<file path="config.mk">
export PLATFORM = sky130hd
export DESIGN_NAME = tsc_cell
export DESIGN_NICKNAME = d
export VERILOG_FILES = /design/src/rtl/tsc_pkg.sv /design/src/rtl/tsc_cell.sv
export SDC_FILE = /design/constraint.sdc
export NUM_CORES = 2
export LEC_CHECK = 0
export BUFFER_PORTS_ARGS = -buffer_cell sky130_fd_sc_hd__buf_2
export CORE_UTILIZATION = 40
export CTS_BUF_LIST = sky130_fd_sc_hd__clkbuf_8
export DETAILED_ROUTE_END_ITERATION = 10
export HOLD_SLACK_MARGIN = 0.12
export MAX_ROUTING_LAYER = met4
export PLACE_DENSITY_LB_ADDON = 0.15
export SYNTH_ARGS = -nofsm -noshare
export SYNTH_HDL_FRONTEND = slang
export SYNTH_SLANG_ARGS = --single-unit
</file>
<file path="constraint.sdc">
create_clock -name clock -period 9.4 [get_ports clock]
set_input_delay 0.47 -clock clock [delete_from_list [all_inputs] [get_ports clock]]
set_output_delay 0.47 -clock clock [all_outputs]
set_load 0.01 [all_outputs]
</file>
<file path="src/rtl/tsc_pkg.sv">
`default_nettype none

package tsc_pkg;

   localparam int ANGLE_W     = 32;
   localparam int OUT_W       = 16;
   localparam int FRAC_BITS   = 28;
   localparam int X_W         = 30;
   localparam int TERM_W      = 31;
   localparam int PROD_W      = 33;
   localparam int ACC_W       = 35;
   localparam int RECIP_SHIFT = 34;
   localparam int MAG_W       = 24;

   localparam logic [17:0] TURN_OFFSET  = 18'd33120;
   localparam logic [31:0] TURN_RECIP   = 32'd46604;
   localparam int          TURN_SHIFT   = 24;
   localparam logic [16:0] DEG_TURN     = 17'd360;
   localparam logic [8:0]  DEG_HALF     = 9'd180;
   localparam logic [50:0] DEG_TO_RAD   = 51'd74961321;
   localparam int          RAD_SHIFT    = 20;

   localparam logic signed [ACC_W-1:0] ONE_Q28 = ACC_W'(64'd1 << FRAC_BITS);

   typedef struct packed {
      logic                     valid;
      logic                     neg;
      logic [X_W-1:0]           x;
      logic [TERM_W-1:0]        term;
      logic signed [ACC_W-1:0]  sin_acc;
      logic signed [ACC_W-1:0]  cos_acc;
   } tsc_lane_type;

endpackage

`default_nettype wire

</file>
<file path="src/rtl/tsc_cell.sv">
`default_nettype none

module tsc_cell #(
   parameter int K = 2
) (
   input  logic                  clock,
   input  logic                  reset,
   input  tsc_pkg::tsc_lane_type lane_in,
   output tsc_pkg::tsc_lane_type lane_out
);
   import tsc_pkg::*;

   localparam int                      MUL_W    = TERM_W + X_W;
   localparam int                      QMUL_W   = PROD_W + RECIP_SHIFT;
   localparam logic [PROD_W-1:0]       HALF_K   = PROD_W'(K / 2);
   localparam logic [RECIP_SHIFT-1:0]  RECIP    = RECIP_SHIFT'((64'd1 << RECIP_SHIFT) / K);
   localparam logic [PROD_W:0]         K_WIDE   = (PROD_W + 1)'(K);
   localparam bit                      IS_SINE  = (K % 2) == 1;
   localparam bit                      MINUS    = ((K / 2) % 2) == 1;

   logic [MUL_W-1:0]   prod;
   logic [MUL_W-1:0]   prod_rnd;
   logic [PROD_W-1:0]  p1_ff;
   tsc_lane_type       lane1_ff;

   logic [PROD_W-1:0]  num;
   logic [QMUL_W-1:0]  qprod;
   logic [PROD_W-1:0]  n2_ff;
   logic [PROD_W-2:0]  qe2_ff;
   tsc_lane_type       lane2_ff;

   logic [PROD_W:0]    qk;
   logic [PROD_W:0]    rem;
   logic [PROD_W-2:0]  quot;
   logic [TERM_W-1:0]  term3_ff;
   tsc_lane_type       lane3_ff;

   logic signed [ACC_W-1:0] term_ext;
   tsc_lane_type       lane4_in;
   tsc_lane_type       lane4_ff;

   assign prod     = MUL_W'(lane_in.term) * MUL_W'(lane_in.x);
   assign prod_rnd = prod + (MUL_W'(1) << (FRAC_BITS - 1));

   always_ff @(posedge clock) begin
      if (reset) begin
         lane1_ff.valid <= 1'b0;
      end else begin
         lane1_ff <= lane_in;
      end
      p1_ff <= prod_rnd[FRAC_BITS +: PROD_W];
   end

   assign num   = p1_ff + HALF_K;
   assign qprod = QMUL_W'(num) * QMUL_W'(RECIP);

   always_ff @(posedge clock) begin
      if (reset) begin
         lane2_ff.valid <= 1'b0;
      end else begin
         lane2_ff <= lane1_ff;
      end
      n2_ff  <= num;
      qe2_ff <= qprod[RECIP_SHIFT +: PROD_W - 1];
   end

   assign qk   = (PROD_W + 1)'(qe2_ff) * K_WIDE;
   assign rem  = (PROD_W + 1)'(n2_ff) - qk;
   assign quot = qe2_ff + (PROD_W - 1)'(rem >= K_WIDE);

   always_ff @(posedge clock) begin
      if (reset) begin
         lane3_ff.valid <= 1'b0;
      end else begin
         lane3_ff <= lane2_ff;
      end
      term3_ff <= quot[TERM_W-1:0];
   end

   assign term_ext = $signed(ACC_W'(term3_ff));

   always_comb begin
      lane4_in      = lane3_ff;
      lane4_in.term = term3_ff;
      if (IS_SINE) begin
         if (MINUS) begin
            lane4_in.sin_acc = lane3_ff.sin_acc - term_ext;
         end else begin
            lane4_in.sin_acc = lane3_ff.sin_acc + term_ext;
         end
      end else begin
         if (MINUS) begin
            lane4_in.cos_acc = lane3_ff.cos_acc - term_ext;
         end else begin
            lane4_in.cos_acc = lane3_ff.cos_acc + term_ext;
         end
      end
   end

   always_ff @(posedge clock) begin
      if (reset) begin
         lane4_ff.valid <= 1'b0;
      end else begin
         lane4_ff <= lane4_in;
      end
   end

   assign lane_out = lane4_ff;

endmodule

`default_nettype wire

</file>
# Word-level counts from Yosys, hierarchy flattened
# Cells that the tools add are included.
# classes
n_mul,1
n_addsub,5
magnitude_cmp,1
# op_table
operator,n
"adder 61 x 28 -> 61 bit, second input constant",1
multiplier 31 x 30 -> 61 bit,1
subtractor 35 x 32 -> 35 bit,1
"greater-or-equal comparator 34 x 2 -> 1 bit, second input constant",1
subtractor 33 x 33 -> 34 bit,1
"adder 33 x 1 -> 33 bit, second input constant",1
adder 31 x 1 -> 31 bit,1
# totals
wordCells,32
input_bits,135
ff_bits,568

# Depth between registers and ports, before layout
# depth
ltp_word,3
ltp_mapped,29
ltp_nobuf,28

# Worst setup path after synthesis
# OpenSTA, ideal clock, no wires.
# synth_path
path_kind,in2reg
start,in reset
end,reg lane1_ff[0] (netlist name) (enable)
cell_stages,1
setup_time_ns,0.781
required_time_ns,8.619
setup_slack_ns,-0.219
t_arrival_ns,8.838
cell_sequence,inv_1
# synth_lines
element,line_no,rtl
start: declaration,tsc_cell.sv:7,"input logic reset,"
end signal: assignment,tsc_cell.sv:49,lane1_ff <= lane_in;
end: declaration,tsc_cell.sv:24,tsc_lane_type lane1_ff;
# No word-level cell between the ends.

# Worst setup path after layout
# layout_path
start,in lane_in[107] (netlist name)
end,reg p1_ff[24]
# layout_via
elab_chain_cells,2
# layout_lines
element,line_no,rtl
start: declaration,tsc_cell.sv:8,"input tsc_pkg::tsc_lane_type lane_in,"
multiplier 31 x 30 -> 61 bit,tsc_cell.sv:42,assign prod = MUL_W'(lane_in.term) * MUL_W'(lane_in.x);
adder 61 x 28 -> 61 bit,tsc_cell.sv:43,assign prod_rnd = prod + (MUL_W'(1) << (FRAC_BITS - 1));
net prod_rnd[52],tsc_cell.sv:22,logic [MUL_W-1:0] prod_rnd;
end signal: assignment,tsc_cell.sv:51,p1_ff <= prod_rnd[FRAC_BITS +: PROD_W];
end: declaration,tsc_cell.sv:23,logic [PROD_W-1:0] p1_ff;
# The timed path passes the listed nets, and every way through them passes these cells.
# A chain may end at the register's enable or synchronous reset.

==> flow_summary.toml <==
[outcome]
status = "finished, final reports clean"

[setup_path]
crit_arrival_ns = 8.57
r2r-start = "term3_ff[2]"
cp_data_required_time_ns = 9.97
r2r-end = "lane_out[34]"
critical_path.top_delay_family = "adder cells"
crit_path_start_kind = "primary input"
worst-path-stages = 27
slowest_stage = "nor4_1"
worstRegToRegCells = 12
path_buf_inv = 7
cpMostUsedCell = "fa_1"
worst_setup_path_end_kind = "flip-flop"
slowest_delay_ns = 0.76
regToRegSetupSlack_ns = 6.03
endpoint = "p1_ff[24]"
critical_path.startpoint = "lane_in[107]"
worstPathMaxFanout = 27
critPathKind = "in2reg"

[cts]
numCtsBuffers = 81
clockRootBuffer = "clkbuf_8"
clock-sinks = 533
cts_tree = "yes"
clk_pin_slew_worst_paths_ns = 0.06
cts_buffer_depth = 3
clkLatencyLatePin_ns = 0.66
cts_setup_buffers = 0
h-tree-depth = 3

[layout]
area_delta_synth_final_pct = 11.5
final_cell_mix = "916 x inv_1, 809 x fa_1, 499 x and2_1"
layout.nets = 5688
drive_above_1_share = 0.0984
final_util = 0.450
mostFrequentLayoutCell = "inv_1"

[grt]
grt_pass1_vias = 31147
grt_max_degree = 187
grt_pass1_wl_um = 187000
antenna_found_initial = 6
gr-total-overflow = 0
grtUsageTotal = 0.217

[sta]
min_period_over_period = 0.850
skew_ns = 0.0300
rsz0062_at_grt = "false"
tightest_slew_ns = 1.08
finalSetupViolations = 0
relSlewSlack = 0.277
hold_violations = 0
clock.fmax_mhz = 125
tns_ns = 0
hold_slack_ns = 0.223
drv_slew = 0
setup_ws_ns = 1.41
fin_crit_ns = 7.99

[min_path]
hold_path.class = "in2reg"

[logic_synthesis]
async_flop_share = 0
ys_ff_latch = 533
ys_seq_area_frac = 0.320
syn_nets = 5401
yosysWarnings = 0
postSynthCellCount = 4160
ys_types = 60
synth_edf_count = 435
syn_area_per_cell_um2 = 11.3
synthFlopType = "edfxtp_1"
syn_area_um2 = 46900

[die]
pin_count = 268
start_util = 0.404
die_x_um = 345
core-area_um2 = 116000
placementRows = 125
die_area_um2 = 119000
die_h_um = 345

[placement]
port_buffers = 267
dpl_worst_slack_ns = 0.875
hpwlAfterDp_um = 92600
gp_congestion = 0.898

[drt]
drc = 0
drt-initial-drc-count = 1839
finalWirelength_um = 122000
vias = 29131
wl_per_cell_um = 20.2
ant_nets = 0
viasPerCell = 4.82
drt_pass1_iterations = 5

[flow_run]
cap_violations = 0
## cells in the mapped netlist (2+ instances only)
cell type,instances,area [um2]
a2111oi_0,2,17.5
a211oi_1,5,37.5
a21o_1,27,203
a21oi_1,70,350
a221o_1,2,20.0
a221oi_1,2,17.5
a31oi_1,11,68.8
a41oi_1,4,35.0
and2_1,499,3120
and3_1,16,100
and4_1,4,35.0
clkbuf_1,187,702
dfxtp_1,98,1960
edfxtp_1,435,13100
fa_1,809,16200
ha_1,297,3720
inv_1,893,3350
nand2_1,486,1820
nand2b_1,16,100
nand3_1,29,145
nand3b_1,2,15.0
nand4_1,15,93.8
nor2_1,41,154
nor2b_1,14,87.6
nor3_1,8,40.0
nor4_1,2,12.5
o211ai_1,7,52.6
o21a_1,11,82.6
o21ai_0,32,160
o21ai_1,5,25.0
o21bai_1,4,30.0
o22ai_1,2,12.5
o31a_1,4,35.0
or2_2,2,12.5
or3_1,3,18.8
xnor2_1,73,639
xor2_1,20,175
## cell type report
class                      count  area, um2
timing repair buffer         392       2480
inverter                     893       3360
fill                       10953      63900
antenna                        4       10.0
clock buffer                  87       1200
tap                         1524       1910
multi-input combinational   2546      27900
sequential                   533      15000
clock inverter                62        490
## metal layers
metal | wire, um | vias to the layer above | global-route usage
met5 | 0 | - | -
met4 | 2200 | 0 | 0.0485
met3 | 6900 | 130 | 0.0280
met2 | 56100 | 806 | 0.336
met1 | 56600 | 14997 | 0.304
li1 | - | 13198 | -
## how the worst min path moves through the flow
stage                  from             to  slack [ns]  depth (start not counted)
2_1_floorplan     qe2_ff[0]    term3_ff[0]        0.31                          0
6_report       lane_in[123]  lane1_ff[123]        0.22                          1
3_5_place_dp     qe2_ff[23]   term3_ff[23]        0.31                          0
3_3_place_gp     qe2_ff[24]   term3_ff[24]        0.31                          0
4_1_cts        lane_in[123]  lane1_ff[123]        0.15                          1
5_1_grt        lane_in[123]  lane1_ff[123]        0.17                          1
## timing repair
item / in CTS / in global routing
hold endpoints to repair: 75 / 0
hold buffers: 74 / 0
endpoints found under the setup margin: 0 / 0
gates resized for setup: 0 / 0
## worst register-to-register path, delay by kind of cell (launching register included)
kind | cells | cell delay, ns
AOI/OAI and AO/OA | 7 | 1.81
xor gates and xnor gates | 1 | 0.19
DFF | 1 | 0.38
buffers and inverters | 1 | 0.06
and+or+nand+nor | 2 | 0.34
adders and majority gates | 1 | 0.32
## cells by family after synthesis
group,count (synthesis),synth area share
AOI/OAI and AO/OA,205,0.0284
adders and majority gates,1106,0.424
muxes,1,0.000213
DFF,533,0.320
and+or+nand+nor,1141,0.123
buffers and inverters,1081,0.0864
xor gates and xnor gates,93,0.0174
## metrics by stage
stage	std cells	area [um2]
detailed placement	5814	49900
CTS	6037	52300
global route	6041	52300
finish	6041	52300
floorplan	4160	46900
global placement	5814	49900
## flip-flops by register name, indices dropped and copies added (netlist names)
name	count
qe2_ff	31
lane2_ff	102
lane_out	133
lane1_ff	102
term3_ff	31
lane3_ff	102
p1_ff	32
Power is left out: the tool's default activity adds up to more than one toggle a clock period on the data nets, which glitch-free logic cannot reach.
