==> src/rtl/tsc_pkg.sv <==
`default_nettype none

package tsc_pkg;

   localparam int ANGLE_W     = 32;
   localparam int OUT_W       = 16;
   localparam int FRAC_BITS   = 28;
   localparam int X_W         = 30;
   localparam int TERM_W      = 31;
   localparam int PROD_W      = 33;
   localparam int ACC_W       = 35;
   localparam int RECIP_SHIFT = 34;
   localparam int MAG_W       = 24;

   localparam logic [17:0] TURN_OFFSET  = 18'd33120;
   localparam logic [31:0] TURN_RECIP   = 32'd46604;
   localparam int          TURN_SHIFT   = 24;
   localparam logic [16:0] DEG_TURN     = 17'd360;
   localparam logic [8:0]  DEG_HALF     = 9'd180;
   localparam logic [50:0] DEG_TO_RAD   = 51'd74961321;
   localparam int          RAD_SHIFT    = 20;

   localparam logic signed [ACC_W-1:0] ONE_Q28 = ACC_W'(64'd1 << FRAC_BITS);

   typedef struct packed {
      logic                     valid;
      logic                     neg;
      logic [X_W-1:0]           x;
      logic [TERM_W-1:0]        term;
      logic signed [ACC_W-1:0]  sin_acc;
      logic signed [ACC_W-1:0]  cos_acc;
   } tsc_lane_type;

endpackage

`default_nettype wire

==> src/rtl/tsc_round.sv <==
`default_nettype none

module tsc_round (
   input  logic                              clock,
   input  logic                              reset,
   input  tsc_pkg::tsc_lane_type             lane_in,
   output logic                              out_valid,
   output logic signed [tsc_pkg::OUT_W-1:0]  out_sine,
   output logic signed [tsc_pkg::OUT_W-1:0]  out_cosine
);
   import tsc_pkg::*;

   localparam int RND_W = ACC_W - 13;

   logic               valid1_ff;
   logic [ACC_W-1:0]   sin_mag_ff;
   logic               sin_sign_ff;
   logic [ACC_W-1:0]   cos_mag_ff;
   logic               cos_sign_ff;

   logic               valid2_ff;
   logic signed [OUT_W-1:0] sine2_ff;
   logic signed [OUT_W-1:0] cosine2_ff;

   function automatic logic signed [OUT_W-1:0] sat_q14(input logic [ACC_W-1:0] mag,
                                                       input logic sign);
      logic [ACC_W:0]     sum;
      logic [RND_W-1:0]   r;
      logic [OUT_W-1:0]   res;
      sum = (ACC_W + 1)'(mag) + (ACC_W + 1)'(8192);
      r   = sum[ACC_W:14];
      if (!sign) begin
         res = (r > RND_W'(32767)) ? 16'h7FFF : r[OUT_W-1:0];
      end else begin
         res = (r > RND_W'(32768)) ? 16'h8000 : (16'h0000 - r[OUT_W-1:0]);
      end
      return $signed(res);
   endfunction

   always_ff @(posedge clock) begin
      if (reset) begin
         valid1_ff <= 1'b0;
      end else begin
         valid1_ff <= lane_in.valid;
      end
      sin_mag_ff  <= lane_in.sin_acc[ACC_W-1] ? $unsigned(-lane_in.sin_acc)
                                              : $unsigned(lane_in.sin_acc);
      sin_sign_ff <= lane_in.sin_acc[ACC_W-1] ^ lane_in.neg;
      cos_mag_ff  <= lane_in.cos_acc[ACC_W-1] ? $unsigned(-lane_in.cos_acc)
                                              : $unsigned(lane_in.cos_acc);
      cos_sign_ff <= lane_in.cos_acc[ACC_W-1];
   end

   always_ff @(posedge clock) begin
      if (reset) begin
         valid2_ff <= 1'b0;
      end else begin
         valid2_ff <= valid1_ff;
      end
      sine2_ff   <= sat_q14(sin_mag_ff, sin_sign_ff);
      cosine2_ff <= sat_q14(cos_mag_ff, cos_sign_ff);
   end

   assign out_valid  = valid2_ff;
   assign out_sine   = sine2_ff;
   assign out_cosine = cosine2_ff;

endmodule

`default_nettype wire

==> config.mk <==
export PLATFORM = sky130hd
export DESIGN_NAME = tsc_round
export DESIGN_NICKNAME = d
export VERILOG_FILES = /design/src/rtl/tsc_pkg.sv /design/src/rtl/tsc_round.sv
export SDC_FILE = /design/constraint.sdc
export NUM_CORES = 1
export LEC_CHECK = 0
export BUFFER_PORTS_ARGS = -buffer_cell sky130_fd_sc_hd__buf_2
export CORE_ASPECT_RATIO = 2
export CORE_MARGIN = 4
export CORE_UTILIZATION = 40
export CTS_BUF_LIST = sky130_fd_sc_hd__clkbuf_8
export CTS_CLUSTER_SIZE = 16
export DETAILED_ROUTE_END_ITERATION = 16
export GPL_ROUTABILITY_DRIVEN = 1
export GPL_TIMING_DRIVEN = 0
export PLACE_DENSITY = 0.76
export SYNTH_ARGS = -nofsm -noshare
export SYNTH_HDL_FRONTEND = slang
export SYNTH_SLANG_ARGS = --single-unit
==> constraint.sdc <==
create_clock -name clock -period 3.1 [get_ports clock]
set_clock_uncertainty 0.15 [all_clocks]
set_input_delay 0.155 -clock clock [delete_from_list [all_inputs] [get_ports clock]]
set_output_delay 0.155 -clock clock [all_outputs]
set_load 0.05 [all_outputs]
Word level (Yosys, flattened, before mapping)

Index checks and enable logic that the tools add are counted.

Register bits after elaboration: 106
Input bits: 135
Output and inout bits: 33
Word-level logic and storage cells: 29

Add/sub/neg operators: 6
Order comparisons: 4
Muxes and demuxes: 8
Bitwise logic cells: 1

Operator list:

| kind                                                                   | number |
|---|---|
| 16-bit two-way mux                                                     | 6 |
| 35-bit by 14-bit adder with 36-bit output, second input constant       | 2 |
| 35-bit negator                                                         | 2 |
| 34-bit two-way mux                                                     | 2 |
| 22-bit by 15-bit > comparator with 1-bit output, second input constant | 2 |
| 22-bit by 16-bit > comparator with 1-bit output, second input constant | 2 |
| 1-bit by 16-bit subtractor with 16-bit output, first input constant    | 2 |
| 1-bit XOR                                                              | 1 |

Depth between registers and ports, before layout

Depth after elaboration: 4
Mapped depth: 11
Depth with buffers taken out: 10

Worst setup path after synthesis

Ideal clock, no wire load.

Path type: register to register
Start point: reg cos_mag_ff[14]
End point: reg cosine2_ff[11] (netlist: out_cosine[11])
Setup time: 91 ps
Data arrival time: 2,426 ps
Required time: 2,859 ps
Setup slack: 433 ps
Cell stages (with the launch flop): 11
Path buffers: 2
Clock period less this slack: 2,667 ps
Cell sequence: dfxtp_1 -> ha_1 -> and3_1 -> buf_4 -> a21oi_1 -> or4_1 -> a22o_1 -> nor3_4 -> a211oi_2 -> buf_2 -> a311oi_1

Cells in the longest elaborated chain, start to end: 4
Elaborated cells on any way between the ends: 7
Those cells by class: add/sub (2); order compare (2); mux (3)

RTL lines:

| element                                                                       | line                             | source |
|---|---|---|
| start, declared                                                               | tsc_round.sv:18                  | `logic [ACC_W-1:0] cos_mag_ff;` |
| start signal, assigned                                                        | tsc_round.sv:49                  | `cos_mag_ff <= lane_in.cos_acc[ACC_W-1] ? $unsigned(-lane_in.cos_acc)` |
| 35-bit by 14-bit adder with 36-bit output *                                   | tsc_round.sv:30                  | `sum = (ACC_W + 1)'(mag) + (ACC_W + 1)'(8192);` |
| 22-bit by 15-bit > comparator with 1-bit output, or another cell as far along | tsc_round.sv:33                  | `res = (r > RND_W'(32767)) ? 16'h7FFF : r[OUT_W-1:0];` |
| 16-bit two-way mux (on tied branches)                                         | tsc_round.sv:33, tsc_round.sv:35 |  |
| 16-bit two-way mux *                                                          | tsc_round.sv:32                  | `if (!sign) begin` |
| end signal, assigned                                                          | tsc_round.sv:61                  | `cosine2_ff <= sat_q14(cos_mag_ff, cos_sign_ff);` |
| end, declared                                                                 | tsc_round.sv:23                  | `logic signed [OUT_W-1:0] cosine2_ff;` |

Mark *: on every way between the ends. The rest lies on a longest branch, timed or not.
A chain may end at the register's enable or synchronous reset.

Worst setup path in the final report

Start point: in lane_in[16] (netlist name)
End point: reg cos_mag_ff[33]

Cells in the longest elaborated chain, start to end: 2

RTL lines:

| element            | line            | source |
|---|---|---|
| start, declared    | tsc_round.sv:6  | `input tsc_pkg::tsc_lane_type lane_in,` |
| 35-bit negator     | tsc_round.sv:49 |  |
| 34-bit two-way mux | tsc_round.sv:49 |  |

No other way between the ends.

==> results.yml <==
status:
  status: "finished, final reports clean"
detailed_routing:
  drtIter0Drc: 194
  via_per_inst: 5.67
  drtPass1Iterations: 5
  drcViolationCount: 0
  finalWirelength_um: 15000
  post_drt_wl_per_cell_um: 16.9
  dr_total_vias: 5042
  ant_nets: 0
layout:
  drive_gt1_share_pct: 25.6
  nets: 881
  final_area_um2: 6490
  fin_cells: 890
  diodes: 0
  syn_to_final_growth_pct: 37.0
  postLayoutCoreUtil_pct: 55.8
yosys:
  ys.flop_type: "dfxtp_1"
  post-synth-top-count-cell: "dfxtp_1"
  synth-seq-cells: 80
  synth_cell_types: 75
  syn_area_um2: 4730
  synth_fp_nets: 693
  synth.largest_area_cell: "dfxtp_1"
  async_flop_share_pct: 0
  synth_edf_count: 0
  ys_seq_area_share_pct: 33.8
  synth_top_area_share_pct: 33.8
  synth.area.top_cells: "dfxtp_1, xnor2_1, nand2_1, nand4_1, nor2_1"
  yosysWarnings: 0
  postSynthCellCount: 552
  avgSynthCellArea_um2: 8.58
  netlist_top_cells_count: "dfxtp_1, xnor2_1, nand2_1"
grt:
  grt_pass1_vias: 5257
  grt_first_pass_wirelength_um: 23500
  grt_max_degree: 16
  grt_overflow: 0
  antenna_found_initial: 0
  globalRouteTotalUtil_pct: 21.2
floorplanning:
  core_um2: 11600
  start_util_pct: 40.7
  die-area_um2: 13700
  ios: 168
  rows: 56
  die_h_um: 162
  die_x_um: 84.9
worst_setup_path:
  reg2reg_from: "cos_mag_ff[13]"
  critical_path.endpoint_type: "flip-flop"
  r2r-end: "out_cosine[0]"
  worstSetupStartpointType: "input port"
  r2r_cells: 10
  critPathMaxFanout: 5
  critPathKind: "in -> reg"
  r2r_slack_ps: 140
  worstPathRequired_ps: 3260
  arrival_ps: 3170
sta:
  slew_headroom_pct: 61.6
  max_freq_mhz: 332
  hold_viol: 0
  finalWorstSetupSlack_ps: 85.4
  tightest_slew_ps: 576
  fin_crit_sh_pct: 97.2
  report.final.slew_viol_count: 0
  tns_ps: 0
  setup_viol: 0
  post-route-min-period_ps: 3010
placement:
  post_dp_cell_area_um2: 5450
  io_buffers: 106
  dp_hpwl_um: 11100
  dp.cells: 803
  place_congestion: 0.949
  dpl_worst_slack_ps: -210
power:
  power_density_nw_per_um2: 453
  p_leak_nw: 2.55
  ir_drop_uv: 293
clocking:
  clk_pin_slew_ps: 90
  worstSkewPairLatency_ps: 350
  clock-sinks: 80
  h-tree-depth: 3
  clk_path_buf_depth: 2
  cts_root_buf: "clkbuf_8"
  cts-buffers-inserted: 9
  tritoncts: "done"
worst_hold_path:
  min_path_type: "in -> reg"
  whs_path_depth: 3
  hp-start: "lane_in[17]"
  min_to: "cos_mag_ff[18]"
flow_run:
  drv_cap: 0
[sequential cells by signal (all words and copies together) (netlist names)]
register     count
valid1_ff        1
cos_sign_ff      1
out_valid        1
out_cosine      16
sin_mag_ff      22
out_sine        16
sin_sign_ff      1
cos_mag_ff      22
[layout make-up]
| type | count | area [µm²] |
|---|---|---|
| clock buffers | 9 | 124 |
| repair buffers | 177 | 1210 |
| well taps | 145 | 181 |
| clock inverters | 7 | 77.6 |
| flip-flops and latches | 80 | 1610 |
| plain buffers | 24 | 119 |
| fillers | 1037 | 5140 |
| multi-input cells | 435 | 3110 |
| inverters | 13 | 48.8 |
[routing by layer]
metal / global-route usage, % / up-vias / routed length [µm]
met1: 18.0 / 2344 / 4830
met5: 0 / - / 0
met4: 15.9 / 0 / 906
li1: - / 2422 / -
met2: 41.8 / 211 / 8620
met3: 3.71 / 65 / 669
[cells by family after synthesis]
| group | synth area share (%) |
|---|---|
| compound gates | 19.5 |
| fa+ha+maj | 1.59 |
| xor+xnor | 15.0 |
| buf+inv | 3.44 |
| simple gates | 25.3 |
| flops | 33.8 |
| mux | 1.35 |
[where the power goes]
group	switching [W]	internal [W]	total [W]
clock	0.000420	0.000382	0.000803
sequential	0.0000809	0.00114	0.00122
combinational	0.000569	0.000343	0.000911
[what timing repair did]
item | in CTS | in global routing
hold buffers | 60 | 0
resized for setup | 7 | 26
hold endpoints to repair | 48 | 0
buffers inserted | 4 | 7
setup endpoints to repair | 25 | 33
pin swaps | 2 | 5
[worst max-delay path, stage by stage]
cell and delay (ps):
dlygate4sd3_1 530, buf_2 160, nor4_4 340, nand3b_2 200
or3_4 430, or4_4 470, o31ai_4 190, xnor2_1 130
dlygate4sd3_1 550
[worst max path at each step]
stage	startpoint	to	slack [ps]	cells after the start
floorplan	cos_mag_ff[14]	out_cosine[11]	430	10
global placement	sin_mag_ff[13]	out_sine[11]	-170	10
detailed placement	sin_mag_ff[13]	out_sine[11]	-210	10
CTS	cos_mag_ff[14]	out_cosine[7]	10	10
global route	sin_mag_ff[18]	out_sine[8]	-40	9
finish	lane_in[16]	cos_mag_ff[33]	90	9
[placed cells by master, fill, tap and decap left out, types with 4 or more instances in the layout]
cell type and count:
nand2b_1 4, o41ai_1 4, xor2_1 12, and4_1 7, dfxtp_1 78, and3_1 8
nand4_1 22, a211oi_1 9, nand2_1 48, o31ai_1 10, xnor2_1 68, clkbuf_8 9
inv_1 11, nor4_1 10, a31oi_1 7, nor3_1 16, buf_2 115, a311oi_1 6
a21oi_1 16, a221oi_1 8, ha_1 5, o21a_1 4, o21ai_0 16, or4_1 6
nor2_1 34, nor2b_1 4, dlygate4sd3_1 60, nand3_1 22, buf_4 14, and2_1 4
or2_2 4, clkbuf_1 7
[metrics by stage]
step	power, W	hold slack (ps)
finish	0.00294	55.1
detailed placement	0.00204	180
floorplan	0.00180	32.7
CTS	0.00292	26.1
global placement	0.00201	172
global route	0.00307	86.7
(Power assumes the default switching activity.)
